[config.mk]
export PLATFORM = sky130hd
export DESIGN_NAME = scancode_to_ascii_decoder_top
export DESIGN_NICKNAME = d
export VERILOG_FILES = /design/src/hw/rtl/sc2a_pkg.sv /design/src/hw/rtl/sc2a_decode.sv /design/src/hw/rtl/scancode_to_ascii_decoder_top.sv
export SDC_FILE = /design/constraint.sdc
export NUM_CORES = 1
export LEC_CHECK = 0
export BUFFER_PORTS_ARGS = -buffer_cell sky130_fd_sc_hd__buf_2
export CAP_MARGIN = 20
export CORE_AREA = 2 2 75 77
export CTS_CLUSTER_DIAMETER = 50
export CTS_CLUSTER_SIZE = 30
export DETAILED_ROUTE_END_ITERATION = 16
export DIE_AREA = 0 0 77 79
export PLACE_DENSITY_LB_ADDON = 0.08
export SYNTH_ARGS = -nofsm -noshare
export SYNTH_HDL_FRONTEND = slang
export SYNTH_SLANG_ARGS = --single-unit
[constraint.sdc]
create_clock -name i_clk -period 4 [get_ports i_clk]
set_input_delay 0.2 -clock i_clk [delete_from_list [all_inputs] [get_ports i_clk]]
set_output_delay 0.2 -clock i_clk [all_outputs]
set_load 0.01 [all_outputs]
[src/hw/rtl/sc2a_pkg.sv]
// Shared types, scancodes and key maps for the scancode to ASCII decoder.
package sc2a_pkg;

    localparam logic [7:0] LINE_LIMIT = 8'd127;

    typedef logic [7:0] t_code;
    typedef logic [7:0] t_fill;
    typedef logic [6:0] t_char;
    typedef logic [1:0] t_term;

    typedef enum logic [2:0] {
        ACT_NONE   = 3'd0,
        ACT_CHAR   = 3'd1,
        ACT_BKSP   = 3'd2,
        ACT_ENTER  = 3'd3,
        ACT_TAB    = 3'd4,
        ACT_CLEAR  = 3'd5,
        ACT_SWITCH = 3'd6
    } t_action;

    typedef struct packed {
        t_action action;
        t_char   character;
        t_term   target_terminal;
    } t_result;

    localparam t_code SC_CTRL_DN  = 8'h1D;
    localparam t_code SC_CTRL_UP  = 8'h9D;
    localparam t_code SC_SHIFT_DN = 8'h2A;
    localparam t_code SC_SHIFT_UP = 8'hAA;
    localparam t_code SC_ALT_DN   = 8'h38;
    localparam t_code SC_ALT_UP   = 8'hB8;
    localparam t_code SC_CAPS_DN  = 8'h3A;
    localparam t_code SC_BKSP     = 8'h0E;
    localparam t_code SC_ENTER    = 8'h1C;
    localparam t_code SC_TAB      = 8'h0F;
    localparam t_code SC_L_KEY    = 8'd38;
    localparam t_code SC_F1       = 8'd59;
    localparam t_code SC_F3       = 8'd61;
    localparam t_code MAP_SIZE    = 8'd58;

    localparam t_char CH_LOWER_A = 7'h61;
    localparam t_char CH_LOWER_Z = 7'h7A;

    // Maps padded to 64 entries so a 6-bit index is always in range.
    localparam t_char PLAIN_MAP [64] = '{
        7'h00, 7'h1B, 7'h31, 7'h32, 7'h33, 7'h34, 7'h35, 7'h36,
        7'h37, 7'h38, 7'h39, 7'h30, 7'h2D, 7'h3D, 7'h08, 7'h09,
        7'h71, 7'h77, 7'h65, 7'h72, 7'h74, 7'h79, 7'h75, 7'h69,
        7'h6F, 7'h70, 7'h5B, 7'h5D, 7'h0A, 7'h00, 7'h61, 7'h73,
        7'h64, 7'h66, 7'h67, 7'h68, 7'h6A, 7'h6B, 7'h6C, 7'h3B,
        7'h27, 7'h60, 7'h00, 7'h5C, 7'h7A, 7'h78, 7'h63, 7'h76,
        7'h62, 7'h6E, 7'h6D, 7'h2C, 7'h2E, 7'h2F, 7'h00, 7'h2A,
        7'h00, 7'h20, 7'h00, 7'h00, 7'h00, 7'h00, 7'h00, 7'h00
    };

    localparam t_char SHIFTED_MAP [64] = '{
        7'h00, 7'h1B, 7'h21, 7'h40, 7'h23, 7'h24, 7'h25, 7'h5E,
        7'h26, 7'h2A, 7'h28, 7'h29, 7'h5F, 7'h2B, 7'h08, 7'h09,
        7'h51, 7'h57, 7'h45, 7'h52, 7'h54, 7'h59, 7'h55, 7'h49,
        7'h4F, 7'h50, 7'h7B, 7'h7D, 7'h0A, 7'h00, 7'h41, 7'h53,
        7'h44, 7'h46, 7'h47, 7'h48, 7'h4A, 7'h4B, 7'h4C, 7'h3A,
        7'h22, 7'h7E, 7'h00, 7'h7C, 7'h5A, 7'h58, 7'h43, 7'h56,
        7'h42, 7'h4E, 7'h4D, 7'h3C, 7'h3E, 7'h3F, 7'h00, 7'h2A,
        7'h00, 7'h20, 7'h00, 7'h00, 7'h00, 7'h00, 7'h00, 7'h00
    };

endpackage

[src/hw/rtl/sc2a_decode.sv]
// Modifier flags and combinational scancode decode.
module sc2a_decode (
    input  logic              i_clk,
    input  logic              i_rst_n,
    input  logic              i_fire,
    input  sc2a_pkg::t_code   i_scancode,
    input  sc2a_pkg::t_fill   i_buffer_fill,
    input  logic              i_switch_busy,
    output sc2a_pkg::t_result o_result
);
    import sc2a_pkg::*;

    logic    r_ctrl, r_shift, r_caps, r_alt;
    logic    n_ctrl, n_shift, n_caps, n_alt;
    logic    full;
    logic    in_map;
    logic    is_fkey;
    logic    is_letter;
    t_char   plain_ch;
    t_char   shifted_ch;
    t_char   ch;
    t_code   term_off;
    t_result res;

    assign full      = (i_buffer_fill == LINE_LIMIT);
    assign in_map    = (i_scancode != '0) && (i_scancode < MAP_SIZE);
    assign is_fkey   = (i_scancode >= SC_F1) && (i_scancode <= SC_F3);
    assign plain_ch   = PLAIN_MAP[i_scancode[5:0]];
    assign shifted_ch = SHIFTED_MAP[i_scancode[5:0]];
    assign is_letter = (plain_ch >= CH_LOWER_A) && (plain_ch <= CH_LOWER_Z);
    assign term_off  = i_scancode - SC_F1;

    // caps only lifts letters, and only with shift up; caps+shift is plain
    always_comb begin
        if (r_caps) begin
            ch = (is_letter && !r_shift) ? shifted_ch : plain_ch;
        end else begin
            ch = r_shift ? shifted_ch : plain_ch;
        end
    end

    always_comb begin
        n_ctrl  = r_ctrl;
        n_shift = r_shift;
        n_caps  = r_caps;
        n_alt   = r_alt;
        res     = '{action: ACT_NONE, character: '0, target_terminal: '0};
        if (!i_switch_busy) begin
            case (i_scancode)
                SC_CTRL_DN:  n_ctrl  = 1'b1;
                SC_CTRL_UP:  n_ctrl  = 1'b0;
                SC_SHIFT_DN: n_shift = 1'b1;
                SC_SHIFT_UP: n_shift = 1'b0;
                SC_ALT_DN:   n_alt   = 1'b1;
                SC_ALT_UP:   n_alt   = 1'b0;
                SC_CAPS_DN:  n_caps  = !r_caps;
                SC_BKSP: begin
                    if (i_buffer_fill != '0) res.action = ACT_BKSP;
                end
                SC_ENTER: res.action = ACT_ENTER;
                SC_TAB: begin
                    if (!full) res.action = ACT_TAB;
                end
                default: begin
                    if (!full) begin
                        if (in_map) begin
                            if (r_ctrl) begin
                                if (i_scancode == SC_L_KEY) res.action = ACT_CLEAR;
                            end else if (ch != '0) begin
                                res.action    = ACT_CHAR;
                                res.character = ch;
                            end
                        end else if (is_fkey && r_alt) begin
                            res.action          = ACT_SWITCH;
                            res.target_terminal = term_off[1:0];
                        end
                    end
                end
            endcase
        end
    end

    assign o_result = res;

    always_ff @(posedge i_clk) begin
        if (!i_rst_n) begin
            r_ctrl  <= 1'b0;
            r_shift <= 1'b0;
            r_caps  <= 1'b0;
            r_alt   <= 1'b0;
        end else if (i_fire) begin
            r_ctrl  <= n_ctrl;
            r_shift <= n_shift;
            r_caps  <= n_caps;
            r_alt   <= n_alt;
        end
    end

    // flags move only when a word is decoded
    a_flags_hold: assert property (@(posedge i_clk) disable iff (!i_rst_n)
        !i_fire |=> $stable(r_ctrl) && $stable(r_shift) && $stable(r_caps) && $stable(r_alt))
        else $error("modifier flags changed without a decoded word");
    a_busy_freeze: assert property (@(posedge i_clk) disable iff (!i_rst_n)
        i_fire && i_switch_busy |=> $stable(r_caps) && $stable(r_ctrl)
                                    && $stable(r_shift) && $stable(r_alt))
        else $error("busy word changed modifier flags");
    a_busy_none: assert property (@(posedge i_clk) disable iff (!i_rst_n)
        i_switch_busy |-> o_result.action == ACT_NONE)
        else $error("busy word produced an action");

endmodule

[src/hw/rtl/scancode_to_ascii_decoder_top.sv]
// Top level: input register, decoder and result register of the scancode decoder.
// Usage:
//   Input channel (i_valid / o_ready) carries one word: a set-1 scancode, the
//   current line-buffer fill and a busy flag. Output channel (o_valid / i_ready)
//   carries one result word per input word: action, character, target terminal.
//   The word is captured in an input register, decoded by short logic that
//   also updates the ctrl/shift/alt/caps flags, and lands in a result register.
//   Each word passes through the input register and then the result register,
//   whose valid bit drives o_valid.
//   Throughput: one word per cycle while the receiver keeps up; o_ready stays high while the result
//   register drains or is empty, so words follow back to back.
//   When the receiver stalls, the result register holds, then the input
//   register fills and o_ready drops; nothing is lost or repeated.
//   Reset (i_rst_n low, synchronous) empties both registers and clears all
//   modifier flags, caps lock included.
module scancode_to_ascii_decoder_top (
    input  logic            i_clk,
    input  logic            i_rst_n,
    input  logic            i_valid,
    output logic            o_ready,
    input  sc2a_pkg::t_code i_scancode,
    input  sc2a_pkg::t_fill i_buffer_fill,
    input  logic            i_switch_busy,
    output logic            o_valid,
    input  logic            i_ready,
    output logic [2:0]      o_action,
    output sc2a_pkg::t_char o_character,
    output sc2a_pkg::t_term o_target_terminal
);
    import sc2a_pkg::*;

    logic    r_in_valid;
    t_code   r_scancode;
    t_fill   r_fill;
    logic    r_busy;
    logic    r_out_valid;
    t_result r_result;
    t_result dec_result;
    logic    adv;

    assign adv     = r_in_valid && (!r_out_valid || i_ready);
    assign o_ready = !r_in_valid || adv;

    always_ff @(posedge i_clk) begin
        if (!i_rst_n) begin
            r_in_valid  <= 1'b0;
            r_out_valid <= 1'b0;
        end else begin
            if (o_ready) r_in_valid <= i_valid;
            if (adv) begin
                r_out_valid <= 1'b1;
            end else if (i_ready) begin
                r_out_valid <= 1'b0;
            end
        end
    end

    always_ff @(posedge i_clk) begin
        if (i_valid && o_ready) begin
            r_scancode <= i_scancode;
            r_fill     <= i_buffer_fill;
            r_busy     <= i_switch_busy;
        end
        if (adv) r_result <= dec_result;
    end

    sc2a_decode u_decode (
        .i_clk         (i_clk),
        .i_rst_n       (i_rst_n),
        .i_fire        (adv),
        .i_scancode    (r_scancode),
        .i_buffer_fill (r_fill),
        .i_switch_busy (r_busy),
        .o_result      (dec_result)
    );

    assign o_valid           = r_out_valid;
    assign o_action          = r_result.action;
    assign o_character       = r_result.character;
    assign o_target_terminal = r_result.target_terminal;

    // a held word in the input register is never dropped
    a_in_kept: assert property (@(posedge i_clk) disable iff (!i_rst_n)
        r_in_valid && !adv |=> r_in_valid)
        else $error("input word lost while stalled");
    a_char_zero: assert property (@(posedge i_clk) disable iff (!i_rst_n)
        o_valid |-> (r_result.action == ACT_CHAR) || (o_character == '0))
        else $error("character set on a non-character action");
    a_term_zero: assert property (@(posedge i_clk) disable iff (!i_rst_n)
        o_valid && (r_result.action != ACT_SWITCH) |-> o_target_terminal == '0)
        else $error("terminal set on a non-switch action");
    a_term_range: assert property (@(posedge i_clk) disable iff (!i_rst_n)
        o_valid && (r_result.action == ACT_SWITCH) |-> o_target_terminal != 2'd3)
        else $error("terminal index out of range");

endmodule

---- Word level (Yosys, flattened, before mapping) ----
Memory sizes are Yosys's and may differ from the RTL's.
Index checks and enable logic that the tools add are counted.
word-level totals
  flip-flop bits (word level) ............. 35
  bits in latches ......................... 0
  RAM bits ................................ 0
  bits in read-only memories .............. 896
  input port bits ......................... 21
  output and inout port bits .............. 14
  word-level logic and storage cells ...... 90
  memories kept ........................... 2
memory list
  name              depth  bits a word  rd ports  clocked after memory_dff  write ports  RTL line           source
  (name not given)  64     7            1         0                         0            sc2a_decode.sv:29  assign shifted_ch = SHIFTED_MAP[i_scancode[5:0]];
  (name not given)  64     7            1         0                         0            sc2a_decode.sv:28  assign plain_ch = PLAIN_MAP[i_scancode[5:0]];
operators by class
  add/sub/neg operators ................... 1
  multipliers ............................. 0
  divide/modulo/power cells ............... 0
  order comparisons ....................... 6
  equal/unequal tests ..................... 12
  shift operators ......................... 0
  mux-type cells .......................... 25
  bitwise gates (word level) .............. 5
  reduce and logical (&&, ||, !) cells .... 27
operators with widths
  kind                                                        count
  two-way mux 7 bit                                           9
  == test 8 x 6 -> 1 bit, second input constant               4
  == test 8 bit, second input constant                        3
  == test 8 x 4 -> 1 bit, second input constant               2
  == test 8 x 5 -> 1 bit, second input constant               2
  nonzero test 8 bit                                          2
  two-way mux 3 bit                                           5
  OR reduction 15 bit                                         1
  >= comparator 7 bit, second input constant                  2
  OR reduction 14 bit                                         1
  two-way mux 12 bit                                          1
  case mux 3 bit (4 select lines)                             1
  AND reduction 3 bit                                         4
  == test 8 x 7 -> 1 bit, second input constant               1
  >= comparator 8 x 6 -> 1 bit, second input constant         1
  <= comparator 8 x 6 -> 1 bit, second input constant         1
  less-than comparator 8 x 6 -> 1 bit, second input constant  1
  two-way mux 8 bit                                           1
  nonzero test 2 bit                                          4
  <= comparator 7 bit, second input constant                  1
  logical AND 1 bit                                           7
  inverter 6 -> 7 bit                                         1
  nonzero test 7 bit                                          1
  OR reduction 7 bit                                          1
  other kinds (7)                                             19

---- Logic depth before layout (Yosys ltp) ----
Gate-level depths: netlist of run 1.
  word-level depth ........................ 15
  gate-level depth with buffers ........... 12
  gate-level depth less buffers ........... 10

---- Modules after synthesis ----
A second synthesis of run 1 with hierarchy kept.
unflattened totals
  cell total of the unflattened synthesis .. 314
  area total of the unflattened synthesis .. 2,881.5 um^2
by module, submodules not included
  module                         instances  cells an instance  area each (um^2)  seq. area each (um^2)
  sc2a_decode                    1          276                1,906.8           80.1
  scancode_to_ascii_decoder_top  1          38                 974.7             910.9

---- Worst setup path after synthesis of run 1 ----
OpenSTA, ideal clock, no wires.
  path type ............................... reg2reg
  start ................................... reg r_scancode[0]
  end ..................................... reg r_result (netlist bit o_character[5]) (data pin)
  setup time .............................. 273 ps
  arrival ................................. 2,654 ps
  required time ........................... 3,727 ps
  setup slack ............................. 1,073 ps
  stages on the path, launching flop included .. 12
  buffers on the path ..................... 2
  period minus slack after synthesis ...... 2,927 ps
  cell sequence ........................... edfxtp_1 -> buf_2 -> inv_1 -> ha_1 -> buf_2 -> nor3b_2 -> a2111oi_1 -> o31ai_2 -> a2111oi_0 -> a21oi_1 -> a2bb2oi_4 -> a311oi_1
on the way
  word-level cells in the longest chain between the ends .. 12
  elaborated cells between the ends (all ways) .. 31
  those cells by class .................... order compare: 3; eq/ne: 10; mux: 7; bitwise: 3; reduce/logical: 6; memory: 2
ends and longest elaborated chain
  what                                                               RTL line                              source
  start, declared                                                    scancode_to_ascii_decoder_top.sv:33   t_code r_scancode;
  start signal, assigned                                             scancode_to_ascii_decoder_top.sv:60   r_scancode <= i_scancode;
  inverter 6 -> 7 bit (not written as such)                          sc2a_decode.sv:28, sc2a_decode.sv:29
  memory read (64 x 7 bit)                                           n/a
  two-way mux 7 bit (not written as such) (2 in a row)               sc2a_decode.sv:28
  >= comparator 7 bit / <= comparator 7 bit (equally long branches)  sc2a_decode.sv:30                     assign is_letter = (plain_ch >= CH_LOWER_A) && (plain_ch <= CH_LOWER_Z);
  logical AND 1 bit                                                  sc2a_decode.sv:30
  logical AND 1 bit                                                  sc2a_decode.sv:36                     ch = (is_letter && !r_shift) ? shifted_ch : plain_ch;
  two-way mux 7 bit                                                  sc2a_decode.sv:36
  two-way mux 7 bit                                                  sc2a_decode.sv:35                     if (r_caps) begin
  nonzero test 7 bit                                                 sc2a_decode.sv:69                     end else if (ch != '0) begin
  inverter 1 bit (no source line)                                    n/a
  OR reduction 15 bit (no source line)                               n/a
  end signal, assigned                                               scancode_to_ascii_decoder_top.sv:64   if (adv) r_result <= dec_result;
  end, declared                                                      scancode_to_ascii_decoder_top.sv:37   t_result r_result;
Parallel ways exist; a longest one is shown, timed or not. The select of a mux whose other input is x is not followed.
A chain may end at the register's enable or synchronous reset.

---- Worst setup path in the final report of run 1 ----
  start ................................... reg r_scancode[1]
  end ..................................... reg r_result (netlist bit o_character[5]) (data pin)
The elaborated chain is that of the path after synthesis.

==> reports/metrics.sh, run 1 <==
SYNTH_FLOP_CELL='edfxtp_1'
POST-ROUTE-CELL-AREA_MM2=0.00331
NETLIST_INSTANCES=315
CRIT_SLOWEST_CELL='edfxtp_1'
POWER.COMBINATIONAL.FRACTION_PCT=22.0
NUMBER_OF_ANTENNA_VIOLATIONS_AT_THE_FIRST_CHECK_IN_GLOBAL_ROUTING=0
HP-CLASS='in2reg'
CTS.REPORTEDPATHS.CLKPINSLEW_PS=70
FIN_WORST_SKEW_PS=4.71
CRITICAL_PATH.N_BUFFERS_INVERTERS=1
PATH_DELAY_FAMILY='compound AO/OA/AOI/OAI gates'
DETAILROUTE.VIA_COUNT=2689
DIE_H_UM=79
POST_CTS_BUFFERS=0
AVGROUTEDWIREPERCELL_UM=18.4
FLOORPLAN.DIE.WIDTH_UM=77
TOP_LEVEL_PORT_COUNT=35
SEQ_AREA_FRAC_SYNTH_PCT=32.8
WORSTSETUPSTARTPOINTTYPE='flip-flop'
CORE.ROWCOUNT=27
CRITICAL-PATH-MAX-STAGE-DELAY_PS=650
SLEW_VIOL_FINAL=0
PLACEDINSTANCEAREA_MM2=0.00318
TIMING.CRITICAL_PATH.CELLS='inv_2, ha_1, xnor2_1, o22ai_1, a21oi_1, nand2_2, a2111oi_0, a21oi_1, a2bb2oi_4, a311oi_1'
MAXIMUM_NUMBER_OF_PINS_ON_ONE_NET_BEFORE_GLOBAL_ROUTE_REPAIR=47
CTS_TREE='built'
NUMBER_OF_SYNTHESIZED_FLOPS_WITH_AN_ENABLE_PIN=29
STARTING_DENSITY_OF_THE_CORE_PCT=56.7
CRITICAL_PATH.ENDPOINT_TYPE='flip-flop'
ROUTED_WIRELENGTH_UM=7620
H-TREE-DEPTH=2
CLK_LATENCY_PS=290
VIAS_IN_THE_FIRST_GLOBAL_ROUTE=2447
CLK_ROOT_BUFFER_CELL='clkbuf_8'
DIEAREA_MM2=0.00608
WL_MET3_UM=709
YS_TYPES=84
PLACE.DETAILED.INSTANCES=406
SETUP-VIOLATIONS-FINAL=0
PLACEMENT.IO_BUFFERS=34
MOSTFREQUENTLAYOUTCELLS='34 x buf_2, 29 x edfxtp_1, 20 x nor2_1'
POST_CTS.RESIZED_INSTANCES=0
CRIT_PATH_FREQUENT_CELL='a21oi_1'
WORST_SLEW_MARGIN_REL_PCT=35.5
WIRELENGTH_MET1_UM=3200
HOLD_VIOLATIONS=0
MAXIMUM_NUMBER_OF_BUFFERS_FROM_CLOCK_ROOT_TO_SINK=2
FINISH.NET_COUNT=375
GRT_SETUP_UNREPAIRED='no'
SEQ_POWER_SHARE_PCT=41.7
AREA_GROWTH_PCT=9.39
YS_FF_LATCH=35
GRTUSAGETOTAL_PCT=25.9
INITIALDRTVIOLATIONCOUNT=391
CRITICAL_PATH.MAX_FANOUT=13
INTERNAL_POWER_mW=0.756
POST-ROUTE-UTIL_PCT=62.0
POWER_FRAC_CLOCK_PCT=36.3
P_LEAK_nW=1.21
MET2WIRELENGTH_UM=3540
WORSTSETUPPATHTYPE='reg2reg'
ASYNC_RESET_FF_SHARE_PCT=0
TIMING.FINAL.CRIT_PERIOD_PS=3300
POWER.SWITCHING_FRACTION_PCT=27.7
FIRST_PASS_GRT_WIRE_LENGTH_UM=12500
PLACE.DETAILED.HPWL_UM=5520
STATUS='complete, no violations'
ANTENNADIODECOUNT=0
POST-ROUTE-PERIOD-UTIL_PCT=82.5
SYN-CELL-AREA_MM2=0.00302
SYNTH.NET_COUNT=349
POWER.DENSITY_mW_PER_MM2=316
CTS-BUFFERS-INSERTED=5
OVERFLOW=0
WORST_IR_DROP_VDD_mV=0.196
LAYOUT.CELLS.NON_FILLER=414
COUNT_OF_WARNINGS_EMITTED_BY_YOSYS=0
CORE_MM2=0.00534
ROUTABILITY_CONGESTION_ESTIMATE_FROM_GLOBAL_PLACEMENT=0.978
ANTENNA_VIOLATING_NETS_POST_ROUTE=0
ROUTE.DETAILED.VIAS_PER_INST=6.50
DRIVE_ABOVE_1_SHARE_PCT=25.4
FMAX_MHz=303
HIGHEST_LAYER='met4'
CLOCK-SINKS=35
CRITICAL_PATH_ARRIVAL_PS=3330
FIN_SETUP_TNS_PS=0
MAX_CAP_VIOL_COUNT=0
DRT_DRC_VIOLATIONS_LEFT=0
DR.PASS1.ITERS=5
CTS_HOLD_REPAIR_BUFFERS=0
FINAL_COMMON_CELL='buf_2'
TIGHTESTPINTRANSITION_PS=967
SWITCHING_POWER_mW=0.289
WORST_EP_REQUIRED_TIME_PS=4030
AVGSYNTHCELLAREA_UM2=9.60
HOLD_SLACK_PS=78.1
==> path summary, 6_finish.rpt <==
| check | startpoint | to | slack [ps] | cells past startpoint |
|---|---|---|---|---|
| hold / removal | i_scancode[1] | r_scancode[1] | 80 | 1 |
| hold reg to reg | u_decode.r_alt | u_decode.r_alt | 480 | 2 |
| setup reg to reg | r_scancode[1] | o_character[5] | 700 | 10 |
| setup / recovery | r_scancode[1] | o_character[5] | 700 | 10 |
==> power by group through the flow <==
stage	Combinational, mW	Sequential [mW]	Clock (mW)
after floorplan	0.176	0.437	0
after global placement	0.226	0.443	0
after detailed placement	0.224	0.443	0
after CTS	0.225	0.435	0.385
after global routing	0.250	0.438	0.397
final	0.230	0.436	0.380
==> flip-flops by register name, summed over array words and instances (netlist names) <==
name / count
r_fill: 8
r_scancode: 8
o_valid: 1
o_action: 3
u_decode.r_ctrl: 1
r_busy: 1
u_decode.r_shift: 1
o_target_terminal: 2
u_decode.r_alt: 1
o_character: 7
r_in_valid: 1
u_decode.r_caps: 1
==> area by class of cell <==
class,instances,area (um^2)
fill,486,2030
multi-input combinational,244,1810
sequential,35,991
timing repair buffer,44,245
tap,72,90.1
clock buffer,6,72.6
clock inverter,2,60.1
inverter,11,41.3
==> Yosys cell counts, drive strengths merged (2+ instances only) <==
master   count  area share [%]
mux2         4             1.5
nor3        11             1.8
or2          3            0.70
clkbuf       3            0.37
nand2       15             2.1
a32oi        2            0.58
a2bb2oi      3             1.7
a211oi       9             3.0
nor2b       11             2.4
and3         4            0.83
edfxtp      29              29
o31ai        4             1.2
o311ai       3            0.87
o2111ai      2            0.58
inv         11             1.4
o211ai       4             1.2
dfxtp        6             4.0
nor2        20             2.5
nand4b       2            0.58
a311oi       2            0.58
ha          13             5.4
xnor2        2            0.58
a221oi       4             1.6
a21boi       3            0.87
and2         8             1.7
o22ai        4            0.83
a21oi       17             2.8
nand3        7             1.2
o21ai       17             2.9
mux2i       12             4.0
a2111oi      3             1.1
a31oi        6             1.2
nor3b        3             1.1
nand2b       9             1.9
nand3b       2            0.50
nand4        8             1.7
nor4         4            0.83
buf         22             5.7
==> metrics by stage <==
step	worst slack, ps	power [mW]
floorplan	1070	0.613
global placement	791	0.669
detailed placement	774	0.667
CTS	747	1.05
global route	369	1.09
finish	700	1.05
==> per-layer routing <==
metal | up-vias | track usage (%)
met3 | 20 | 4.43
li1 | 1264 | -
met2 | 168 | 42.5
met4 | 0 | 7.86
met5 | - | 0
met1 | 1237 | 35.3
==> cells by family (layout without fill, tap and decap cells) <==
kind of cell	after synthesis	in the layout	share of synthesized area, %
muxes	17	17	6.21
DFF	35	35	32.8
and+or+nand+nor	115	115	22.3
adders and majority gates	13	13	5.38
AOI/OAI and AO/OA	96	96	25.0
xor gates and xnor gates	3	3	0.869
buffers and inverters	36	63	7.45
No activity file was read; power rests on OpenSTA's default activity.
==> run 2: changes to the inputs <==
--- a/config.mk
+++ b/config.mk
@@ -7,11 +7,11 @@
 export LEC_CHECK = 0
 export BUFFER_PORTS_ARGS = -buffer_cell sky130_fd_sc_hd__buf_2
 export CAP_MARGIN = 20
-export CORE_AREA = 2 2 75 77
+export CORE_AREA = 2 2 78 80
 export CTS_CLUSTER_DIAMETER = 50
 export CTS_CLUSTER_SIZE = 30
 export DETAILED_ROUTE_END_ITERATION = 16
-export DIE_AREA = 0 0 77 79
+export DIE_AREA = 0 0 80 82
 export PLACE_DENSITY_LB_ADDON = 0.08
 export SYNTH_ARGS = -nofsm -noshare
 export SYNTH_HDL_FRONTEND = slang
==> constraint.sdc (replaced) <==
create_clock -name i_clk -period 2.7 [get_ports i_clk]
set_input_delay 0.135 -clock i_clk [delete_from_list [all_inputs] [get_ports i_clk]]
set_output_delay 0.135 -clock i_clk [all_outputs]
set_load 0.01 [all_outputs]
==> reports/metrics.sh, run 2 (synthesis gave the netlist of run 1 again) <==
STATUS='finished with violations'
FAILED_CHECKS='negative setup slack'
P_LEAK_nW=1.61  # +33%
HOLD_VIOLATIONS=0  # unchanged
ROUTED_WIRELENGTH_UM=9350  # +23%
PLACE.DETAILED.HPWL_UM=6520  # +18%
POST-ROUTE-PERIOD-UTIL_PCT=106  # +24 points
WORST_SLEW_MARGIN_REL_PCT=54.0  # +18 points
H-TREE-DEPTH=2  # unchanged
CRITICAL_PATH.ENDPOINT_TYPE='flip-flop'
MET2WIRELENGTH_UM=4530  # +28%
MOSTFREQUENTLAYOUTCELLS='62 x buf_4, 34 x buf_2, 29 x edfxtp_1'
FIRST_PASS_GRT_WIRE_LENGTH_UM=14800  # +19%
WORST_IR_DROP_VDD_mV=0.379  # +94%
SLEW_VIOL_FINAL=0  # unchanged
CRIT_SLOWEST_CELL='mux4_2'
SETUP_SLACK_PS=-172  # -872 ps
DESIGN_POWER_TOTAL_mW=1.65  # +58%
CTS-BUFFERS-INSERTED=5  # unchanged
CRIT_PATH_FREQUENT_CELL='buf_6'
PLACE.DETAILED.INSTANCES=465  # +15%
TIMING.FINAL.CRIT_PERIOD_PS=2870  # -428 ps
WORSTSETUPSTARTPOINTTYPE='flip-flop'
CTS.REPORTEDPATHS.CLKPINSLEW_PS=80  # about the same
POWER.DENSITY_mW_PER_MM2=389  # +23%
FINISH.NET_COUNT=442  # +18%
CRITICAL_PATH.MAX_FANOUT=7  # -6
PLACEDINSTANCEAREA_MM2=0.00371  # +17%
MAXIMUM_NUMBER_OF_BUFFERS_FROM_CLOCK_ROOT_TO_SINK=2  # unchanged
FLOORPLAN.DIE.WIDTH_UM=80  # +3.9%
TOP_LEVEL_PORT_COUNT=35  # unchanged
POST-ROUTE-UTIL_PCT=73.7  # +12 points
DETAILROUTE.VIA_COUNT=3028  # +13%
PATH_DELAY_FAMILY='multiplexers'
HIGHEST_LAYER='met4'
TIGHTESTPINTRANSITION_PS=690  # -277 ps
MAXIMUM_NUMBER_OF_PINS_ON_ONE_NET_BEFORE_GLOBAL_ROUTE_REPAIR=35  # -26%
AVGROUTEDWIREPERCELL_UM=19.3  # +5.0%
ROUTABILITY_CONGESTION_ESTIMATE_FROM_GLOBAL_PLACEMENT=0.965  # -1.4%
CLK_ROOT_BUFFER_CELL='clkbuf_8'
TIMING.CRITICAL_PATH.CELLS='buf_6, buf_12, ha_4, mux4_2, a211oi_4, buf_6, o41ai_4, a2bb2oi_4, mux2i_2, nor2_2'
GRTUSAGETOTAL_PCT=29.5  # +3.6 points
ANTENNA_VIOLATING_NETS_POST_ROUTE=0  # unchanged
CRITICAL_PATH.N_BUFFERS_INVERTERS=3  # +2
DIE_H_UM=82  # +3.8%
DRT_DRC_VIOLATIONS_LEFT=0  # unchanged
ROUTE.DETAILED.VIAS_PER_INST=6.26  # -3.7%
CRITICAL_PATH_ARRIVAL_PS=2920  # -410 ps
FIN_SETUP_TNS_PS=-706  # -706 ps
SETUP.REG_TO_REG.WORST_SLACK_PS=-170  # -870 ps
POST-ROUTE-CELL-AREA_MM2=0.00423  # +28%
GRT_SETUP_UNREPAIRED='yes'
VIAS_IN_THE_FIRST_GLOBAL_ROUTE=2865  # +17%
DIEAREA_MM2=0.00656  # +7.8%
ANTENNADIODECOUNT=0  # unchanged
NUMBER_OF_ANTENNA_VIOLATIONS_AT_THE_FIRST_CHECK_IN_GLOBAL_ROUTING=0  # unchanged
FMAX_MHz=348  # +15%
STARTING_DENSITY_OF_THE_CORE_PCT=52.6  # -4.0 points
SETUP-VIOLATIONS-FINAL=7  # +7
CLK_LATENCY_PS=300  # about the same
FIN_WORST_SKEW_PS=13.0  # +8.34 ps
CLOCK-SINKS=35  # unchanged
WORSTSETUPPATHTYPE='reg2reg'
DR.PASS1.ITERS=5  # unchanged
CRITICAL-PATH-MAX-STAGE-DELAY_PS=510  # -140 ps
FINAL_COMMON_CELL='buf_4'
OVERFLOW=0  # unchanged
FILLER_CELL_COUNT=434  # -11%
PLACEMENT.IO_BUFFERS=34  # unchanged
CTS_TREE='built'
CORE_MM2=0.00575  # +7.6%
HP-CLASS='in2reg'
WORST_EP_REQUIRED_TIME_PS=2750  # -1280 ps
DRIVE_ABOVE_1_SHARE_PCT=47.7  # +22 points
LAYOUT.CELLS.NON_FILLER=484  # +17%
WL_MET3_UM=626  # -12%
WIRELENGTH_MET1_UM=3930  # +23%
INITIALDRTVIOLATIONCOUNT=283  # -28%
CTS_HOLD_REPAIR_BUFFERS=0  # unchanged
MAX_CAP_VIOL_COUNT=0  # unchanged
AREA_GROWTH_PCT=40.0
CORE.ROWCOUNT=28  # +3.7%
==> run 2: cell count changes in the layout (fill, tap and decap cells not counted), sizes merged <==
cell / delta
buf: +67
clkinv: +2
bufinv: -2
==> run 2: final cells by class <==
class	count	area, um^2	area share, %
Inverter	11	43.8	1.03
Tap cell	75	93.8	2.22
Clock inverter	2	13.8	0.325
Clock buffer	6	93.8	2.22
Multi-Input combinational cell	244	2150	50.8
Timing Repair Buffer	111	848	20.0
Sequential cell	35	991	23.4
==> run 2: per-stage QoR <==
step                      setup slack [ps]  hold WS (ps)
after CTS                            -33.3          12.7
after floorplan                      -58.8           234
after global routing                  -255          5.70
after global placement                -190           311
after detailed placement              -196           313
final                                 -172          8.52
==> run 2: layer usage <==
layer	up-vias	track usage (%)
li1	1402	-
met1	1457	39.2
met2	139	50.7
met3	30	3.30
met4	0	9.32
met5	-	0
==> run 2: final timing paths <==
path,start,end,cells after the start
setup / recovery,r_scancode[1],o_character[0],10
hold reg to reg,u_decode.r_alt,u_decode.r_alt,2
setup reg to reg,r_scancode[1],o_character[0],10
hold / removal,i_scancode[6],r_scancode[6],1
==> run 2: power by group <==
part / switching (mW) / leakage (nW) / internal (mW)
Sequential: 0.0173 / 0.324 / 0.615
Clock: 0.205 / 0.0563 / 0.238
Combinational: 0.307 / 1.23 / 0.266
==> run 2: repair_timing <==
action	CTS	global route
endpoints found under the hold margin	0	0
endpoints found under the setup margin	7	7
resized for setup	42	19
buffers inserted	8	4
pin swaps	20	12
==> run 3: changes to the inputs <==
--- a/config.mk
+++ b/config.mk
@@ -5,13 +5,15 @@
 export SDC_FILE = /design/constraint.sdc
 export NUM_CORES = 1
 export LEC_CHECK = 0
+export ABC_CLOCK_PERIOD_IN_PS = 3400
 export BUFFER_PORTS_ARGS = -buffer_cell sky130_fd_sc_hd__buf_2
 export CAP_MARGIN = 20
-export CORE_AREA = 2 2 78 80
+export CORE_AREA = 2 2 72 74
 export CTS_CLUSTER_DIAMETER = 50
 export CTS_CLUSTER_SIZE = 30
 export DETAILED_ROUTE_END_ITERATION = 16
-export DIE_AREA = 0 0 80 82
+export DIE_AREA = 0 0 74 76
+export HOLD_SLACK_MARGIN = 0.06
 export PLACE_DENSITY_LB_ADDON = 0.08
 export SYNTH_ARGS = -nofsm -noshare
 export SYNTH_HDL_FRONTEND = slang
==> constraint.sdc (replaced) <==
create_clock -name i_clk -period 3.4 [get_ports i_clk]
set_input_delay 0.17 -clock i_clk [delete_from_list [all_inputs] [get_ports i_clk]]
set_output_delay 0.17 -clock i_clk [all_outputs]
set_load 0.01 [all_outputs]
==> reports/metrics.sh, run 3 (synthesis gave the netlist of run 1 again) <==
CRITICAL_PATH.ENDPOINT_TYPE='flip-flop'
WORSTSETUPPATHTYPE='reg2reg'
CRITICAL-PATH-MAX-STAGE-DELAY_PS=620  # +110 ps
PLACE.DETAILED.INSTANCES=408  # -12%
TOP_LEVEL_PORT_COUNT=35  # unchanged
AVGROUTEDWIREPERCELL_UM=19.9  # +3.1%
INITIALDRTVIOLATIONCOUNT=409  # +45%
CRITICAL_PATH.N_BUFFERS_INVERTERS=1  # -2
FIN_WORST_SKEW_PS=2.86  # -10.2 ps
WORST_EP_REQUIRED_TIME_PS=3430  # +680 ps
FINISH.NET_COUNT=396  # -10%
MAXIMUM_NUMBER_OF_BUFFERS_FROM_CLOCK_ROOT_TO_SINK=2  # unchanged
MOSTFREQUENTLAYOUTCELLS='34 x buf_2, 29 x edfxtp_1, 20 x nor2_1'
CLK_ROOT_BUFFER_CELL='clkbuf_8'
FMAX_MHz=328  # -5.7%
VIAS_IN_THE_FIRST_GLOBAL_ROUTE=2707  # -5.5%
CLOCK-SINKS=35  # unchanged
NUMBER_OF_ANTENNA_VIOLATIONS_AT_THE_FIRST_CHECK_IN_GLOBAL_ROUTING=0  # unchanged
FIN_SETUP_TNS_PS=0  # +706 ps
HOLD_VIOLATIONS=0  # unchanged
CORE.ROWCOUNT=26  # -7.1%
ANTENNA_VIOLATING_NETS_POST_ROUTE=0  # unchanged
AREA_GROWTH_PCT=15.5
DETAILROUTE.VIA_COUNT=2847  # -6.0%
DIEAREA_MM2=0.00562  # -14%
ROUTE.DETAILED.VIAS_PER_INST=6.58  # +5.1%
MAXIMUM_NUMBER_OF_PINS_ON_ONE_NET_BEFORE_GLOBAL_ROUTE_REPAIR=55  # +57%
PLACEMENT.IO_BUFFERS=34  # unchanged
CRIT_SLOWEST_CELL='edfxtp_1'
CTS_TREE='built'
ROUTABILITY_CONGESTION_ESTIMATE_FROM_GLOBAL_PLACEMENT=0.993  # +2.9%
POST-ROUTE-UTIL_PCT=71.1  # -2.6 points
CLK_LATENCY_PS=300  # about the same
SETUP-VIOLATIONS-FINAL=0  # -7
ANTENNADIODECOUNT=0  # unchanged
CRITICAL_PATH_ARRIVAL_PS=3070  # +150 ps
H-TREE-DEPTH=2  # unchanged
POWER.DENSITY_mW_PER_MM2=333  # -14%
WORST_SLEW_MARGIN_REL_PCT=52.6  # -1.4 points
ROUTED_WIRELENGTH_UM=8630  # -7.8%
POST_CTS.RESIZED_INSTANCES=0  # -100%
DIE_H_UM=76  # -7.3%
GRTUSAGETOTAL_PCT=32.6  # +3.1 points
STARTING_DENSITY_OF_THE_CORE_PCT=61.6  # +8.9 points
WORST_IR_DROP_VDD_mV=0.298  # -21%
POST-ROUTE-PERIOD-UTIL_PCT=89.6  # -17 points
DR.PASS1.ITERS=5  # unchanged
CRITICAL_PATH.MAX_FANOUT=15  # +8
WORSTSETUPSTARTPOINTTYPE='flip-flop'
PLACE.DETAILED.HPWL_UM=5770  # -11%
LAYOUT.CELLS.NON_FILLER=433  # -11%
CTS.REPORTEDPATHS.CLKPINSLEW_PS=70  # about the same
P_LEAK_nW=1.30  # -19%
SLEW_VIOL_FINAL=0  # unchanged
DRIVE_ABOVE_1_SHARE_PCT=25.3  # -22 points
OVERFLOW=0  # unchanged
TIMING.FINAL.CRIT_PERIOD_PS=3050  # +175 ps
TIMING.CRITICAL_PATH.CELLS='buf_4, mux2i_1, a32oi_1, nor3b_2, nand3_1, a2111oi_0, a21oi_1, a2bb2oi_4, a311oi_1'
STATUS='complete, no violations'
GRT_SETUP_UNREPAIRED='no'
TIGHTESTPINTRANSITION_PS=711  # +21.3 ps
CTS-BUFFERS-INSERTED=5  # unchanged
FLOORPLAN.DIE.WIDTH_UM=74  # -7.5%
DRT_DRC_VIOLATIONS_LEFT=0  # unchanged
HOLD_SLACK_PS=115  # +106 ps
FINAL_COMMON_CELL='buf_2'
CORE_MM2=0.00491  # -15%
MAX_CAP_VIOL_COUNT=0  # unchanged
PATH_DELAY_FAMILY='compound AO/OA/AOI/OAI gates'
FIRST_PASS_GRT_WIRE_LENGTH_UM=13900  # -6.1%
HP-CLASS='in2reg'
## run 3: changes by cell type in the layout (fill, tap and decap cells not counted), moves of 4 or more
cell           previous run  this run
a21oi_1                  12        17
nor2_2                    4         0
ha_1                      7        13
dlygate4sd3_1             0        17
buf_4                    62        13
buf_6                    10         0
nor2_1                   16        20
buf_12                    5         1
ha_4                      5         0
## run 3: repair_timing
item	4_1_cts	5_1_grt
endpoints found under the hold margin	17	0
buffers inserted	0	0
hold buffers	17	0
endpoints found under the setup margin	0	0
## run 3: power breakdown
group / switching, mW / internal (mW)
Sequential: 0.0181 / 0.488
Clock: 0.161 / 0.189
Combinational: 0.181 / 0.126
Total: 0.360 / 0.803
## run 3: layout make-up
cell class,instances,area [um^2]
inverters,11,41.3
multi-input cells,244,1810
fillers,380,1420
flip-flops and latches,35,991
well taps,70,87.6
clock inverters,2,13.8
repair buffers,65,458
clock buffers,6,93.8
## run 3: stage by stage
step                setup slack [ps]  total power [mW]  instance area, um^2
finish                           353              1.16                 3490
CTS                              407              1.16                 3490
floorplan                        473             0.721                 3020
global placement                 377             0.795                 3220
global route                     167              1.21                 3490
detailed placement               407             0.795                 3220
## run 3: worst register-to-register path: cells and delay by family (launching register included)
kind | cells | cell delay [ps]
multiplexers | 1 | 100
flip-flops | 1 | 620
AO/OA/AOI/OAI | 5 | 1220
buffers and inverters | 1 | 310
AND/OR/NAND/NOR | 2 | 520
## run 3: worst paths after layout
kind                                     start        endpoint  slack (ps)  cells after the start
worst max-delay path             r_scancode[2]  o_character[5]         350                      9
worst min register to register  u_decode.r_alt  u_decode.r_alt         470                      2
worst max register to register   r_scancode[2]  o_character[5]         350                      9
worst min-delay path                   i_valid      r_in_valid         110                      3
## run 3: metal layers
layer	vias to the layer above	routed length, um	track usage (%)
met5	-	0	0
met4	0	319	16.2
met3	32	624	6.35
met2	154	4140	48.2
met1	1358	3540	45.3
li1	1303	-	-
